$ cat src/rtl/core/lcd_rect_fill_command_gen_defines.svh
// Assertion macros shared by the rectangle fill command generator RTL
`ifndef LCD_RECT_FILL_COMMAND_GEN_DEFINES_SVH
`define LCD_RECT_FILL_COMMAND_GEN_DEFINES_SVH

// Check a property on every rising clock edge outside reset
`define LCDRF_ASSERT(name, prop, msg) \
  name: assert property (@(posedge clk_i) disable iff (!rst_ni) (prop)) else $error(msg);

// Check that a condition never holds outside reset
`define LCDRF_ASSERT_NEVER(name, cond, msg) \
  name: assert property (@(posedge clk_i) disable iff (!rst_ni) !(cond)) else $error(msg);

`endif

$ cat src/rtl/core/lcdrf_pkg.sv
// Shared types and constants of the rectangle fill command generator
package lcdrf_pkg;

  // Display controller commands
  localparam logic [7:0] CMD_COLUMN_SET   = 8'h2A;
  localparam logic [7:0] CMD_ROW_SET      = 8'h2B;
  localparam logic [7:0] CMD_MEMORY_WRITE = 8'h2C;

  // Result item kinds
  localparam logic [1:0] KIND_COMMAND = 2'd0;
  localparam logic [1:0] KIND_PARAM   = 2'd1;
  localparam logic [1:0] KIND_BURST   = 2'd2;

  // Positions within the twelve-item sequence
  localparam logic [3:0] STEP_COL_CMD  = 4'd0;
  localparam logic [3:0] STEP_XS_HI    = 4'd1;
  localparam logic [3:0] STEP_XS_LO    = 4'd2;
  localparam logic [3:0] STEP_XE_HI    = 4'd3;
  localparam logic [3:0] STEP_XE_LO    = 4'd4;
  localparam logic [3:0] STEP_ROW_CMD  = 4'd5;
  localparam logic [3:0] STEP_YS_HI    = 4'd6;
  localparam logic [3:0] STEP_YS_LO    = 4'd7;
  localparam logic [3:0] STEP_YE_HI    = 4'd8;
  localparam logic [3:0] STEP_YE_LO    = 4'd9;
  localparam logic [3:0] STEP_MEM_CMD  = 4'd10;
  localparam logic [3:0] STEP_BURST    = 4'd11;

  // Configuration registers, selected by address bit 2
  localparam logic REG_PANEL_WIDTH  = 1'b0;
  localparam logic REG_PANEL_HEIGHT = 1'b1;
  localparam logic [8:0] PANEL_WIDTH_RESET  = 9'd240;
  localparam logic [8:0] PANEL_HEIGHT_RESET = 9'd320;

  // Saturated pixel count
  localparam logic [16:0] PIXELS_MAX = 17'h1FFFF;

  // Entries in the queue between front and back
  localparam int QUEUE_DEPTH = 2;

  // One classified request, ready for sequencing
  typedef struct packed {
    logic [8:0]  x;
    logic [8:0]  y;
    logic [15:0] x_end;
    logic [15:0] y_end;
    logic [15:0] color;
    logic [16:0] pixels;
  } desc_t;

endpackage

$ cat src/rtl/core/lcdrf_front.sv
// Front end: accepts fill requests, clips them and computes the pixel count
module lcdrf_front import lcdrf_pkg::*; (
  input  logic        clk_i,
  input  logic        rst_ni,
  input  logic [8:0]  panel_width_i,
  input  logic [8:0]  panel_height_i,
  input  logic        req_valid_i,
  output logic        req_ready_o,
  input  logic [8:0]  origin_x_i,
  input  logic [8:0]  origin_y_i,
  input  logic [8:0]  extent_w_i,
  input  logic [8:0]  extent_h_i,
  input  logic [15:0] fill_color_i,
  output logic        desc_valid_o,
  input  logic        desc_ready_i,
  output desc_t       desc_o
);

  logic [11:0]        x_sum, y_sum;
  logic signed [10:0] w_clip, h_clip;
  logic signed [10:0] x_end_s, y_end_s;
  logic               w_pos, h_pos;

  logic        s1_valid_q, s1_valid_d;
  logic [8:0]  s1_x_q, s1_y_q, s1_w_q, s1_h_q;
  logic [15:0] s1_x_end_q, s1_y_end_q, s1_color_q;
  logic        s1_pos_q;

  logic        s2_valid_q, s2_valid_d;
  logic [8:0]  s2_x_q, s2_y_q;
  logic [15:0] s2_x_end_q, s2_y_end_q, s2_color_q;
  logic [17:0] s2_prod_q;

  logic s1_ready, s2_ready, s1_load, s2_load;

  // Clip each axis to the panel: extent becomes size minus origin on overflow
  always_comb begin
    x_sum = {3'b000, origin_x_i} + {3'b000, extent_w_i};
    y_sum = {3'b000, origin_y_i} + {3'b000, extent_h_i};
    if (x_sum > {3'b000, panel_width_i}) begin
      w_clip = $signed({2'b00, panel_width_i}) - $signed({2'b00, origin_x_i});
    end else begin
      w_clip = $signed({2'b00, extent_w_i});
    end
    if (y_sum > {3'b000, panel_height_i}) begin
      h_clip = $signed({2'b00, panel_height_i}) - $signed({2'b00, origin_y_i});
    end else begin
      h_clip = $signed({2'b00, extent_h_i});
    end
    x_end_s = $signed({2'b00, origin_x_i}) + w_clip - 11'sd1;
    y_end_s = $signed({2'b00, origin_y_i}) + h_clip - 11'sd1;
    w_pos   = !w_clip[10] && (w_clip != 11'sd0);
    h_pos   = !h_clip[10] && (h_clip != 11'sd0);
  end

  // Advance each stage when the one after it has room
  assign s2_ready    = !s2_valid_q || desc_ready_i;
  assign s1_ready    = !s1_valid_q || s2_ready;
  assign req_ready_o = s1_ready;
  assign s1_load     = req_valid_i && s1_ready;
  assign s2_load     = s1_valid_q && s2_ready;

  always_comb begin
    s1_valid_d = s1_valid_q;
    if (s1_ready) begin
      s1_valid_d = req_valid_i;
    end
    s2_valid_d = s2_valid_q;
    if (s2_ready) begin
      s2_valid_d = s1_valid_q;
    end
  end

  always_ff @(posedge clk_i or negedge rst_ni) begin
    if (!rst_ni) begin
      s1_valid_q <= 1'b0;
      s2_valid_q <= 1'b0;
    end else begin
      s1_valid_q <= s1_valid_d;
      s2_valid_q <= s2_valid_d;
    end
  end

  // Capture the clipped window
  always_ff @(posedge clk_i) begin
    if (s1_load) begin
      s1_x_q     <= origin_x_i;
      s1_y_q     <= origin_y_i;
      s1_x_end_q <= {{5{x_end_s[10]}}, x_end_s};
      s1_y_end_q <= {{5{y_end_s[10]}}, y_end_s};
      s1_w_q     <= w_clip[8:0];
      s1_h_q     <= h_clip[8:0];
      s1_pos_q   <= w_pos && h_pos;
      s1_color_q <= fill_color_i;
    end
  end

  // Multiply the clipped extents; drop the count when either is not positive
  always_ff @(posedge clk_i) begin
    if (s2_load) begin
      s2_x_q     <= s1_x_q;
      s2_y_q     <= s1_y_q;
      s2_x_end_q <= s1_x_end_q;
      s2_y_end_q <= s1_y_end_q;
      s2_color_q <= s1_color_q;
      s2_prod_q  <= s1_pos_q ? (18'(s1_w_q) * 18'(s1_h_q)) : 18'd0;
    end
  end

  // Saturate the count and hand the descriptor on
  assign desc_valid_o  = s2_valid_q;
  assign desc_o.x      = s2_x_q;
  assign desc_o.y      = s2_y_q;
  assign desc_o.x_end  = s2_x_end_q;
  assign desc_o.y_end  = s2_y_end_q;
  assign desc_o.color  = s2_color_q;
  assign desc_o.pixels = s2_prod_q[17] ? PIXELS_MAX : s2_prod_q[16:0];

endmodule

$ cat src/rtl/core/lcdrf_queue.sv
// Short descriptor queue between the front end and the sequencer
`include "lcd_rect_fill_command_gen_defines.svh"

module lcdrf_queue import lcdrf_pkg::*; (
  input  logic  clk_i,
  input  logic  rst_ni,
  input  logic  wr_valid_i,
  output logic  wr_ready_o,
  input  desc_t wr_desc_i,
  output logic  rd_valid_o,
  input  logic  rd_ready_i,
  output desc_t rd_desc_o
);

  localparam int PtrW = (QUEUE_DEPTH > 1) ? $clog2(QUEUE_DEPTH) : 1;
  localparam int CntW = $clog2(QUEUE_DEPTH + 1);
  localparam logic [CntW-1:0] CountFull = CntW'(QUEUE_DEPTH);
  localparam logic [PtrW-1:0] PtrLast   = PtrW'(QUEUE_DEPTH - 1);

  desc_t           mem_q [QUEUE_DEPTH];
  logic [PtrW-1:0] wr_ptr_q, wr_ptr_d, rd_ptr_q, rd_ptr_d;
  logic [CntW-1:0] count_q, count_d;
  logic            wr_en, rd_en;

  assign wr_ready_o = (count_q != CountFull);
  assign rd_valid_o = (count_q != '0);
  assign wr_en      = wr_valid_i && wr_ready_o;
  assign rd_en      = rd_ready_i && rd_valid_o;
  assign rd_desc_o  = mem_q[rd_ptr_q];

  // Advance pointers with wrap at the queue depth
  always_comb begin
    wr_ptr_d = wr_ptr_q;
    rd_ptr_d = rd_ptr_q;
    count_d  = count_q;
    if (wr_en) begin
      wr_ptr_d = (wr_ptr_q == PtrLast) ? '0 : wr_ptr_q + 1'b1;
    end
    if (rd_en) begin
      rd_ptr_d = (rd_ptr_q == PtrLast) ? '0 : rd_ptr_q + 1'b1;
    end
    if (wr_en && !rd_en) begin
      count_d = count_q + 1'b1;
    end else if (rd_en && !wr_en) begin
      count_d = count_q - 1'b1;
    end
  end

  always_ff @(posedge clk_i or negedge rst_ni) begin
    if (!rst_ni) begin
      wr_ptr_q <= '0;
      rd_ptr_q <= '0;
      count_q  <= '0;
    end else begin
      wr_ptr_q <= wr_ptr_d;
      rd_ptr_q <= rd_ptr_d;
      count_q  <= count_d;
    end
  end

  // Store the incoming descriptor
  always_ff @(posedge clk_i) begin
    if (wr_en) begin
      mem_q[wr_ptr_q] <= wr_desc_i;
    end
  end

  `LCDRF_ASSERT_NEVER(a_count_bound, count_q > CountFull, "queue count beyond depth")
  `LCDRF_ASSERT(a_write_grows, wr_en && !rd_en |=> count_q == $past(count_q) + 1'b1, "write lost")
  `LCDRF_ASSERT(a_read_shrinks, rd_en && !wr_en |=> count_q == $past(count_q) - 1'b1, "read lost")

endmodule

$ cat src/rtl/core/lcdrf_back.sv
// Sequencer: plays out the twelve controller items of one descriptor
`include "lcd_rect_fill_command_gen_defines.svh"

module lcdrf_back import lcdrf_pkg::*; (
  input  logic        clk_i,
  input  logic        rst_ni,
  input  logic        desc_valid_i,
  output logic        desc_ready_o,
  input  desc_t       desc_i,
  output logic        empty_o,
  input  logic        pop_i,
  output logic [1:0]  item_kind_o,
  output logic [7:0]  link_byte_o,
  output logic [15:0] burst_color_o,
  output logic [16:0] burst_pixels_o,
  output logic        last_item_o
);

  logic       busy_q, busy_d;
  logic [3:0] step_q, step_d;
  desc_t      desc_q;
  logic       pop_fire, done, load;

  // Take the next descriptor as the last item of the current one leaves
  assign pop_fire     = pop_i && busy_q;
  assign done         = pop_fire && (step_q == STEP_BURST);
  assign desc_ready_o = !busy_q || done;
  assign load         = desc_valid_i && desc_ready_o;
  assign empty_o      = !busy_q;

  always_comb begin
    busy_d = busy_q;
    step_d = step_q;
    if (load) begin
      busy_d = 1'b1;
      step_d = STEP_COL_CMD;
    end else if (done) begin
      busy_d = 1'b0;
    end else if (pop_fire) begin
      step_d = step_q + 1'b1;
    end
  end

  always_ff @(posedge clk_i or negedge rst_ni) begin
    if (!rst_ni) begin
      busy_q <= 1'b0;
      step_q <= STEP_COL_CMD;
    end else begin
      busy_q <= busy_d;
      step_q <= step_d;
    end
  end

  always_ff @(posedge clk_i) begin
    if (load) begin
      desc_q <= desc_i;
    end
  end

  // Select the item for the current step
  always_comb begin
    item_kind_o    = KIND_PARAM;
    link_byte_o    = 8'h00;
    burst_color_o  = 16'h0000;
    burst_pixels_o = 17'h00000;
    last_item_o    = 1'b0;
    case (step_q)
      STEP_COL_CMD: begin
        item_kind_o = KIND_COMMAND;
        link_byte_o = CMD_COLUMN_SET;
      end
      STEP_XS_HI: link_byte_o = {7'b0000000, desc_q.x[8]};
      STEP_XS_LO: link_byte_o = desc_q.x[7:0];
      STEP_XE_HI: link_byte_o = desc_q.x_end[15:8];
      STEP_XE_LO: link_byte_o = desc_q.x_end[7:0];
      STEP_ROW_CMD: begin
        item_kind_o = KIND_COMMAND;
        link_byte_o = CMD_ROW_SET;
      end
      STEP_YS_HI: link_byte_o = {7'b0000000, desc_q.y[8]};
      STEP_YS_LO: link_byte_o = desc_q.y[7:0];
      STEP_YE_HI: link_byte_o = desc_q.y_end[15:8];
      STEP_YE_LO: link_byte_o = desc_q.y_end[7:0];
      STEP_MEM_CMD: begin
        item_kind_o = KIND_COMMAND;
        link_byte_o = CMD_MEMORY_WRITE;
      end
      STEP_BURST: begin
        item_kind_o    = KIND_BURST;
        burst_color_o  = desc_q.color;
        burst_pixels_o = desc_q.pixels;
        last_item_o    = 1'b1;
      end
      default: begin
        item_kind_o = KIND_PARAM;
      end
    endcase
  end

  `LCDRF_ASSERT_NEVER(a_step_range, busy_q && step_q > STEP_BURST, "step beyond burst")
  `LCDRF_ASSERT(a_hold_step, busy_q && !pop_i |=> busy_q && $stable(step_q), "stalled item moved")
  `LCDRF_ASSERT(a_drain, done && !desc_valid_i |=> empty_o, "sequencer busy after last item")

endmodule

$ cat src/rtl/core/lcd_rect_fill_command_gen.sv
// Top level of the rectangle fill command generator with its register port
// A request passes the two front-end stages, the queue and the sequencer register before its first item shows.
// The sequencer gives one item per cycle while pop is held, and takes the next descriptor as the last item leaves.
// The front end takes one request per cycle until its two stages and the
// two-entry queue are full.
// Reset: panel size returns to 240 by 320, pipeline and queue empty.
module lcd_rect_fill_command_gen import lcdrf_pkg::*; (
  input  logic        clk_i,
  input  logic        rst_ni,
  input  logic        psel,
  input  logic        penable,
  input  logic        pwrite,
  input  logic [2:0]  paddr,
  input  logic [31:0] pwdata,
  output logic [31:0] prdata,
  output logic        pready,
  input  logic        push,
  output logic        full,
  input  logic [8:0]  origin_x_i,
  input  logic [8:0]  origin_y_i,
  input  logic [8:0]  extent_w_i,
  input  logic [8:0]  extent_h_i,
  input  logic [15:0] fill_color_i,
  output logic        empty,
  input  logic        pop,
  output logic [1:0]  item_kind_o,
  output logic [7:0]  link_byte_o,
  output logic [15:0] burst_color_o,
  output logic [16:0] burst_pixels_o,
  output logic        last_item_o
);

  logic [8:0] panel_width_q, panel_height_q;
  logic       cfg_write, req_ready;
  logic       fq_valid, fq_ready, qb_valid, qb_ready;
  desc_t      fq_desc, qb_desc;

  // Write panel size registers on the access phase
  assign pready    = 1'b1;
  assign cfg_write = psel && penable && pwrite && pready;

  always_ff @(posedge clk_i or negedge rst_ni) begin
    if (!rst_ni) begin
      panel_width_q  <= PANEL_WIDTH_RESET;
      panel_height_q <= PANEL_HEIGHT_RESET;
    end else if (cfg_write) begin
      if (paddr[2] == REG_PANEL_WIDTH) begin
        panel_width_q <= pwdata[8:0];
      end else begin
        panel_height_q <= pwdata[8:0];
      end
    end
  end

  assign prdata = (paddr[2] == REG_PANEL_HEIGHT) ? {23'd0, panel_height_q}
                                                 : {23'd0, panel_width_q};

  assign full = !req_ready;

  lcdrf_front u_front (
    .clk_i          (clk_i),
    .rst_ni         (rst_ni),
    .panel_width_i  (panel_width_q),
    .panel_height_i (panel_height_q),
    .req_valid_i    (push),
    .req_ready_o    (req_ready),
    .origin_x_i     (origin_x_i),
    .origin_y_i     (origin_y_i),
    .extent_w_i     (extent_w_i),
    .extent_h_i     (extent_h_i),
    .fill_color_i   (fill_color_i),
    .desc_valid_o   (fq_valid),
    .desc_ready_i   (fq_ready),
    .desc_o         (fq_desc)
  );

  lcdrf_queue u_queue (
    .clk_i      (clk_i),
    .rst_ni     (rst_ni),
    .wr_valid_i (fq_valid),
    .wr_ready_o (fq_ready),
    .wr_desc_i  (fq_desc),
    .rd_valid_o (qb_valid),
    .rd_ready_i (qb_ready),
    .rd_desc_o  (qb_desc)
  );

  lcdrf_back u_back (
    .clk_i          (clk_i),
    .rst_ni         (rst_ni),
    .desc_valid_i   (qb_valid),
    .desc_ready_o   (qb_ready),
    .desc_i         (qb_desc),
    .empty_o        (empty),
    .pop_i          (pop),
    .item_kind_o    (item_kind_o),
    .link_byte_o    (link_byte_o),
    .burst_color_o  (burst_color_o),
    .burst_pixels_o (burst_pixels_o),
    .last_item_o    (last_item_o)
  );

endmodule
$ cat config.mk
export PLATFORM = sky130hd
export DESIGN_NAME = lcd_rect_fill_command_gen
export DESIGN_NICKNAME = d
export VERILOG_FILES = /design/src/rtl/core/lcdrf_pkg.sv /design/src/rtl/core/lcdrf_front.sv /design/src/rtl/core/lcdrf_queue.sv /design/src/rtl/core/lcdrf_back.sv /design/src/rtl/core/lcd_rect_fill_command_gen.sv
export VERILOG_INCLUDE_DIRS = /design/src /design/src/rtl/core
export SDC_FILE = /design/constraint.sdc
export NUM_CORES = 1
export LEC_CHECK = 0
export ABC_CLOCK_PERIOD_IN_PS = 15400
export BUFFER_PORTS_ARGS = -buffer_cell sky130_fd_sc_hd__buf_2
export CAP_MARGIN = 30
export CORE_MARGIN = 2
export CORE_UTILIZATION = 40
export CTS_BUF_LIST = sky130_fd_sc_hd__clkbuf_2
export CTS_CLUSTER_DIAMETER = 150
export DETAILED_ROUTE_END_ITERATION = 6
export HOLD_SLACK_MARGIN = 0.03
export PLACE_DENSITY = 0.61
export SYNTH_ARGS = -nofsm -noshare
export SYNTH_HDL_FRONTEND = slang
export SYNTH_SLANG_ARGS = --single-unit
export TNS_END_PERCENT = 5
$ cat constraint.sdc
create_clock -name clk_i -period 15.4 [get_ports clk_i]
set_clock_uncertainty 0.15 [all_clocks]
set_input_delay 0.77 -clock clk_i [delete_from_list [all_inputs] [get_ports clk_i]]
set_output_delay 0.77 -clock clk_i [all_outputs]
set_load 0.05 [all_outputs]
==> results of run 1 <==
[power by group]
part,internal [mW],leakage (nW),switching (mW)
Sequential,1.71,3.81,0.166
Combinational,1.22,5.18,1.65
Clock,0.258,0.662,0.410
[cell usage after synthesis, drive strengths merged, types with 19 or more instances]
| cell type | instances | share of area |
|---|---|---|
| a21oi | 45 | 0.011 |
| mux2 | 94 | 0.053 |
| or2 | 20 | 0.0063 |
| ha | 133 | 0.083 |
| and3 | 40 | 0.013 |
| buf | 28 | 0.011 |
| nor2 | 39 | 0.0073 |
| edfxtp | 368 | 0.55 |
| inv | 173 | 0.033 |
| clkbuf | 37 | 0.0070 |
| o21ai | 29 | 0.0073 |
| fa | 56 | 0.056 |
| dfrtp | 23 | 0.029 |
| xor2 | 21 | 0.0092 |
| a21o | 19 | 0.0071 |
| xnor2 | 33 | 0.014 |
| nand2 | 86 | 0.016 |
| and2 | 44 | 0.014 |
[routing by layer]
layer  vias up  wire, um  track usage
li1       5740         -            -
met1      5670     17700        0.209
met2       321     18900        0.260
met3       102      2070       0.0341
met4         0      1200       0.0721
met5         -         0            0
[registers in the layout, indices dropped and copies added, names as in the netlist, 2 cells and up]
| signal | flops |
|---|---|
| u_front.s1_color_q | 16 |
| u_front.s1_h_q | 9 |
| u_queue.mem_q | 146 |
| u_front.s1_y_q | 9 |
| u_queue.count_q | 2 |
| u_front.s2_y_q | 9 |
| u_front.s1_y_end_q | 11 |
| u_front.s2_x_end_q | 11 |
| u_front.s2_prod_q | 18 |
| u_front.s1_x_end_q | 11 |
| u_front.s1_x_q | 9 |
| u_front.s2_y_end_q | 11 |
| panel_height_q | 9 |
| u_front.s2_x_q | 9 |
| panel_width_q | 9 |
| u_back.desc_q | 73 |
| u_back.step_q | 4 |
| u_front.s2_color_q | 16 |
| u_front.s1_w_q | 9 |
[worst max-delay path: cells and delay by family]
kind	cells	cell delay, ns
AOI/OAI and AO/OA	13	2.75
adders and majority gates	5	1.49
buffers and inverters	3	0.82
muxes	1	0.50
and+or+nand+nor	2	0.40
xor gates and xnor gates	1	0.17
[what timing repair did]
item | in CTS | in global routing
endpoints found under the setup margin | 0 | 0
endpoints found under the hold margin | 104 | 0
setup buffers | 0 | 0
hold buffers | 64 | 0
[kinds of logic after synthesis]
| logic type | synth area share |
|---|---|
| flops | 0.590 |
| mux | 0.0605 |
| buf+inv | 0.0504 |
| xor+xnor | 0.0237 |
| other cells | 0.000376 |
| compound gates | 0.0567 |
| fa+ha+maj | 0.139 |
| simple gates | 0.0788 |
[worst max path at each step]
stage	startpoint	endpoint	slack, ns	cells past startpoint
2_1_floorplan	u_back.step_q[3]	u_queue.count_q[1]	9.12	10
3_3_place_gp	origin_y_i[0]	u_front.s1_y_end_q[10]	8.88	24
3_5_place_dp	origin_y_i[0]	u_front.s1_y_end_q[10]	8.77	24
4_1_cts	origin_y_i[0]	u_front.s1_y_end_q[10]	9.31	25
5_1_grt	origin_y_i[0]	u_front.s1_y_end_q[10]	8.72	26
6_report	origin_y_i[0]	u_front.s1_y_end_q[10]	9.15	25
[per-stage QoR]
step | total power, mW | instance area (sq um) | util
2_1_floorplan | 4.13 | 20100 | -
3_3_place_gp | 4.70 | 21200 | 0.432
3_5_place_dp | 4.78 | 21300 | 0.434
4_1_cts | 5.50 | 22800 | 0.465
5_1_grt | 5.97 | 22900 | 0.465
6_report | 5.42 | 22900 | 0.465
[cell type report]
cell class / count / area share
Antenna cell: 2 / 0.000219
Timing Repair Buffer: 199 / 0.0632
Sequential cell: 397 / 0.515
Clock buffer: 134 / 0.0293
Clock inverter: 32 / 0.00810
Tap cell: 664 / 0.0363
Multi-Input combinational cell: 847 / 0.319
Inverter: 174 / 0.0286
[cell usage in the layout, fill, tap and decap left out, types with 15 or more instances in the layout]
cell / netlist / final
or2_2: 20 / 20
clkbuf_2: 0 / 134
clkinv_1: 1 / 15
a21oi_1: 44 / 43
edfxtp_1: 368 / 368
o21ai_0: 29 / 29
and2_1: 44 / 42
inv_1: 173 / 173
nand2_1: 86 / 86
and3_1: 40 / 39
mux2i_1: 15 / 15
a21o_1: 19 / 19
xor2_1: 21 / 21
xnor2_1: 33 / 33
dfrtp_1: 23 / 22
conb_1: 2 / 24
dlygate4sd3_1: 0 / 64
fa_1: 56 / 56
nor2_1: 39 / 38
ha_1: 133 / 133
buf_2: 1 / 123
mux2_2: 94 / 94
==> summary.txt, run 1 <==
Clock network
  – Post_cts resized: 0
  – CTS Buffer Depth: 3
  – Clk slew on worst S/H paths: 0.10 ns
  – CTS root buffer: clkbuf_2
  – Worst skew pair latency: 1.00 ns
  – Sink Count: 397
  – CTS tree: done
  – CTS Buf Count: 98
  – # H-tree levels: 3

Final layout
  – Storage element area: 0.0118 sq mm
  – Syn-to-layout area delta: 14.5%
  – Area of the multi-input gates: 0.00729 sq mm
  – Fillers: 4429
  – Share of layout cells above drive strength 1: 0.236
  – Layout net count: 2000
  – Post-Layout Cell Count: 2449

Critical path
  – Worst setup SP type: input pin
  – Worst EP arrival: 6.91 ns
  – Reg2reg start: u_front.s1_h_q[2]
  – Worst R2R End: u_front.s2_prod_q[16]
  – Reg2reg setup slack: 10.39 ns
  – WP data required: 16.06 ns
  – Max stage delay on crit path: 0.54 ns
  – Critical path capture point type: register
  – Reg2reg path depth: 16
  – Setup CP Type: input pin to register
  – Critical Path Slowest Stage Cell: dlygate4sd3_1
  – CP dominant cell by count: a21oi_1
  – CP max FO: 11

Synth
  – Synth cell types: 63
  – Seq/Total Area, Yosys: 0.590
  – Synth warnings: 0
  – Ys flop type: edfxtp_1
  – Cell area after technology mapping: 0.0200 sq mm
  – Synth Area per Inst: 13.7 sq um
  – Synth Register Bits: 397
  – Ys async rst share: 0.0730
  – EDFF count, synth: 368
  – Syn Inst Count: 1461

Global route
  – Grt total ovfl: 0
  – Vias in the first global route: 12404
  – Largest net degree at the start of global routing: 76
  – All-layer global routing usage: 0.161
  – Global-route wire length before repair: 64.3 mm
  – Initial antenna violation count: 2

STA
  – Final Max Slew Viols: 0
  – Final Hold Viols: 0
  – Final worst-path cycle share: 0.406
  – Tmin final: 6.25 ns
  – Min Hold Slack: 0.234 ns
  – Setup TNS: 0 ns
  – Fmax: 160 MHz
  – Actual slew at the worst max-slew pin: 0.802 ns
  – Final setup fails: 0
  – Slack of the critical path: 9.15 ns
  – RSZ-0062 raised after global routing: false
  – Slew headroom: 0.465

Die
  – DIE AREA: 0.0517 sq mm
  – Io pins: 173
  – Num rows: 81
  – Die H: 227 um
  – Die X: 227 um
  – Total core area: 0.0492 sq mm
  – Starting Density: 0.406

Drt
  – Avg WL per Cell: 16.3 um
  – Routed via count: 11833
  – Post-route ant nets: 0
  – DRC: 0
  – Router iterations before antenna repair: 5
  – Iter 0 DRT Violations: 677
  – Routed WL: 39.8 mm
  – DR vias/cell: 4.83

Worst hold path
  – Worst hold start: u_front.s2_x_end_q[6]
  – Hold Path Depth: 0
  – Class of the worst hold path: register to register
  – Hold path endpoint: u_queue.mem_q[1][55]

Placed design
  – Worst slack at placement: 8.77 ns
  – Placed cells: 2216
  – Port-buffer cells: 123
  – Hpwl dp: 27.9 mm
  – Placer Congestion: 0.853

Job
  – Max_cap viols: 0

Pwr
  – Pleak: 9.65 nW
  – Peak VDD IR: 280 uV
  – PwrDens: 237 mW/mm^2

Run status
  – Status: finished clean
(Power assumes the default switching activity.)
==> run 2, diff against run 1 <==
--- a/config.mk
+++ b/config.mk
@@ -6,7 +6,7 @@
 export SDC_FILE = /design/constraint.sdc
 export NUM_CORES = 1
 export LEC_CHECK = 0
-export ABC_CLOCK_PERIOD_IN_PS = 15400
+export ABC_CLOCK_PERIOD_IN_PS = 6500
 export BUFFER_PORTS_ARGS = -buffer_cell sky130_fd_sc_hd__buf_2
 export CAP_MARGIN = 30
 export CORE_MARGIN = 2
==> constraint.sdc (replaced) <==
create_clock -name clk_i -period 6.5 [get_ports clk_i]
set_clock_uncertainty 0.15 [all_clocks]
set_input_delay 0.325 -clock clk_i [delete_from_list [all_inputs] [get_ports clk_i]]
set_output_delay 0.325 -clock clk_i [all_outputs]
set_load 0.05 [all_outputs]
==> run 2 against run 1 <==
Compared with the run above:
- combinational power up 140%
- critical path type unchanged
- via count increased by 2.7%
- first-iteration DRC count grew 5.9%
- power increased by 140%
- critical path depth is 2 higher
==> summary.txt, run 2 (synthesis results as in run 1) <==
Final layout
  – Commonest non-fill, non-tap cell in the layout: edfxtp_1
  – Fillers: 4347 (-1.9%)
  – Largest regs: u_queue.mem_q x146, u_back.desc_q x73, u_front.s2_prod_q x18
  – Syn-to-layout area delta: 18.3%
  – Share of layout cells above drive strength 1: 0.223 (-0.0121)
  – Most frequent cells in the layout: edfxtp_1, inv_1, clkbuf_2
  – Layout net count: 2067 (+3.4%)
  – Largest register FFs: 146 (unchanged)
  – Top reg by flops: u_queue.mem_q
  – Post-route cell area: 0.0236 sq mm (+3.3%)

STA
  – Slew headroom: 0.429 (-0.0363)
  – Final worst-path cycle share: 0.873
  – Slack of the critical path: 0.823 ns (-8.32 ns)
  – RSZ-0062 raised after global routing: false
  – Fmax: 176 MHz
  – Final setup fails: 0 (unchanged)
  – Setup TNS: 0 ns (unchanged)
  – Actual slew at the worst max-slew pin: 0.854 ns (+0.0525 ns)
  – Final Hold Viols: 0 (unchanged)
  – Tmin final: 5.68 ns
  – Final Max Slew Viols: 0 (unchanged)

Global route
  – All-layer global routing usage: 0.168 (+0.00696)
  – Vias in the first global route: 12861 (+3.7%)
  – Grt total ovfl: 0 (unchanged)
  – Largest net degree at the start of global routing: 76 (unchanged)
  – Initial antenna violation count: 2 (unchanged)
  – Global-route wire length before repair: 66.9 mm (+4.1%)

Critical path
  – Worst setup SP type: input pin
  – WP data required: 7.12 ns (-8.94 ns)
  – Critical path capture point type: register
  – Max stage delay on crit path: 0.56 ns (+0.02 ns)
  – Setup CP Type: input pin to register
  – Crit. path cell count: 27 (+8.0%)
  – Worst EP arrival: 6.29 ns (-0.62 ns)
  – Top delay family on crit path: compound AO/OA/AOI/OAI gates
  – Reg2reg path depth: 14 (-2)
  – CP Buf/Inv Count: 4 (+1)
  – CP max FO: 11 (unchanged)
  – Reg2reg setup slack: 1.50 ns (-8.89 ns)
  – Critical Path Slowest Stage Cell: dlygate4sd3_1

Clock network
  – CTS root buffer: clkbuf_2
  – Worst skew pair latency: 1.04 ns (+0.04 ns)
  – # H-tree levels: 3 (unchanged)
  – CTS tree: done
  – CTS Buffer Depth: 3 (unchanged)
  – Clk slew on worst S/H paths: 0.10 ns (about the same)
  – CTS Buf Count: 99 (+1.0%)
  – Setup Buffers After CTS: 0 (unchanged)
  – Sink Count: 397 (unchanged)

Drt
  – Routed via count: 12150 (+2.7%)
  – Post-route ant nets: 0 (unchanged)
  – Routed WL: 41.6 mm (+4.4%)
  – Avg WL per Cell: 16.5 um (+1.3%)
  – Router iterations before antenna repair: 5 (unchanged)
  – DR vias/cell: 4.82 (-0.33%)
  – DRC: 0 (unchanged)
  – Iter 0 DRT Violations: 717 (+5.9%)

Die
  – DIE AREA: 0.0517 sq mm (unchanged)
  – Num rows: 81 (unchanged)
  – Starting Density: 0.406 (unchanged)
  – Die H: 227 um (unchanged)
  – Io pins: 173 (unchanged)
  – Die X: 227 um (unchanged)
  – Total core area: 0.0492 sq mm (unchanged)

Placed design
  – Hpwl dp: 28.1 mm (+0.96%)
  – Port-buffer cells: 123 (unchanged)
  – Placed cell areas: 0.0214 sq mm (about the same)
  – Placer Congestion: 0.891 (+4.5%)
  – Worst slack at placement: 0.491 ns (-8.28 ns)

Pwr
  – PwrDens: 553 mW/mm^2 (+130%)
  – Power Internal: 7.70 mW (+140%)
  – Clock power share: 0.129 (+0.006)
  – Peak VDD IR: 653 uV (+130%)
  – Pleak: 9.95 nW (+3.2%)
  – Seq pwr share: 0.341 (-0.006)
  – Logic gate share of total power: 0.530 (about the same)
  – P_sw: 5.37 mW (+140%)
  – Sw Ratio: 0.411 (about the same)

Worst hold path
  – Hold Path Depth: 3 (+3)
  – Class of the worst hold path: input pin to register

Job
  – Max_cap viols: 0 (unchanged)

Run status
  – Status: finished clean
-- run 2: cell count changes in the layout (fill, tap and decap cells not counted), sizes merged --
cell         change
clkinv           +6
inv              -1
dlygate4sd3     +65
bufinv           +2
clkbuf           +1
buf              +1
-- run 2: worst min-delay path, cell delays in order --
cell,delay [ns]
dlygate4sd3_1,0.52
buf_2,0.17
mux2_2,0.21
-- run 2: power groups by stage --
stage | Combinational, mW | Sequential, mW | Clock [mW]
after floorplan | 5.45 | 4.33 | 0
after global placement | 6.61 | 4.50 | 0
after detailed placement | 6.86 | 4.52 | 0
after CTS | 6.98 | 4.46 | 1.77
after global routing | 7.92 | 4.55 | 1.90
final | 6.92 | 4.45 | 1.69
-- run 2: final timing paths --
path | to | startpoint
min | u_front.s1_w_q[1] | extent_w_i[1]
min reg2reg | u_front.s2_x_end_q[3] | u_front.s1_x_end_q[3]
max in group asynchronous | panel_width_q[7] | rst_ni
max reg2reg | u_front.s2_prod_q[15] | u_front.s1_h_q[8]
max | u_front.s1_y_end_q[9] | extent_h_i[0]
min in group asynchronous | panel_width_q[6] | rst_ni
-- run 2: repair_timing --
item,4_1_cts,5_1_grt
resized for setup,0,0
hold buffers,130,0
endpoints found under the hold margin,226,0
-- run 2: final cells by class --
cell class,instances,area (sq um),share of cell area
Sequential cell,397,11800,0.499
Inverter,174,653,0.0276
Clock buffer,135,676,0.0286
Timing Repair Buffer,265,2140,0.0904
Clock inverter,39,249,0.0105
Multi-Input combinational cell,847,7290,0.309
Tap cell,664,831,0.0352
Antenna cell,2,5.00,0.000212
-- run 2: layer usage --
layer  up-vias  global-route usage  part of all wire  routed length, um
met3        79              0.0327             0.045               1870
met4         0              0.0751             0.028               1170
met1      5882               0.217              0.45              18600
met5         -                   0                 0                  0
li1       5873                   -                 -                  -
met2       316               0.275              0.48              19900
-- run 2: metrics by stage --
step / total power [mW] / hold slack, ns / std cells / utilization
final: 13.1 / 0.191 / 2523 / 0.481
after global routing: 14.4 / 0.0887 / 2523 / 0.481
after CTS: 13.2 / 0.0380 / 2520 / 0.480
after detailed placement: 11.4 / 0.255 / 2216 / 0.435
after global placement: 11.1 / 0.253 / 2211 / 0.432
after floorplan: 9.78 / -0.121 / 1483 / -
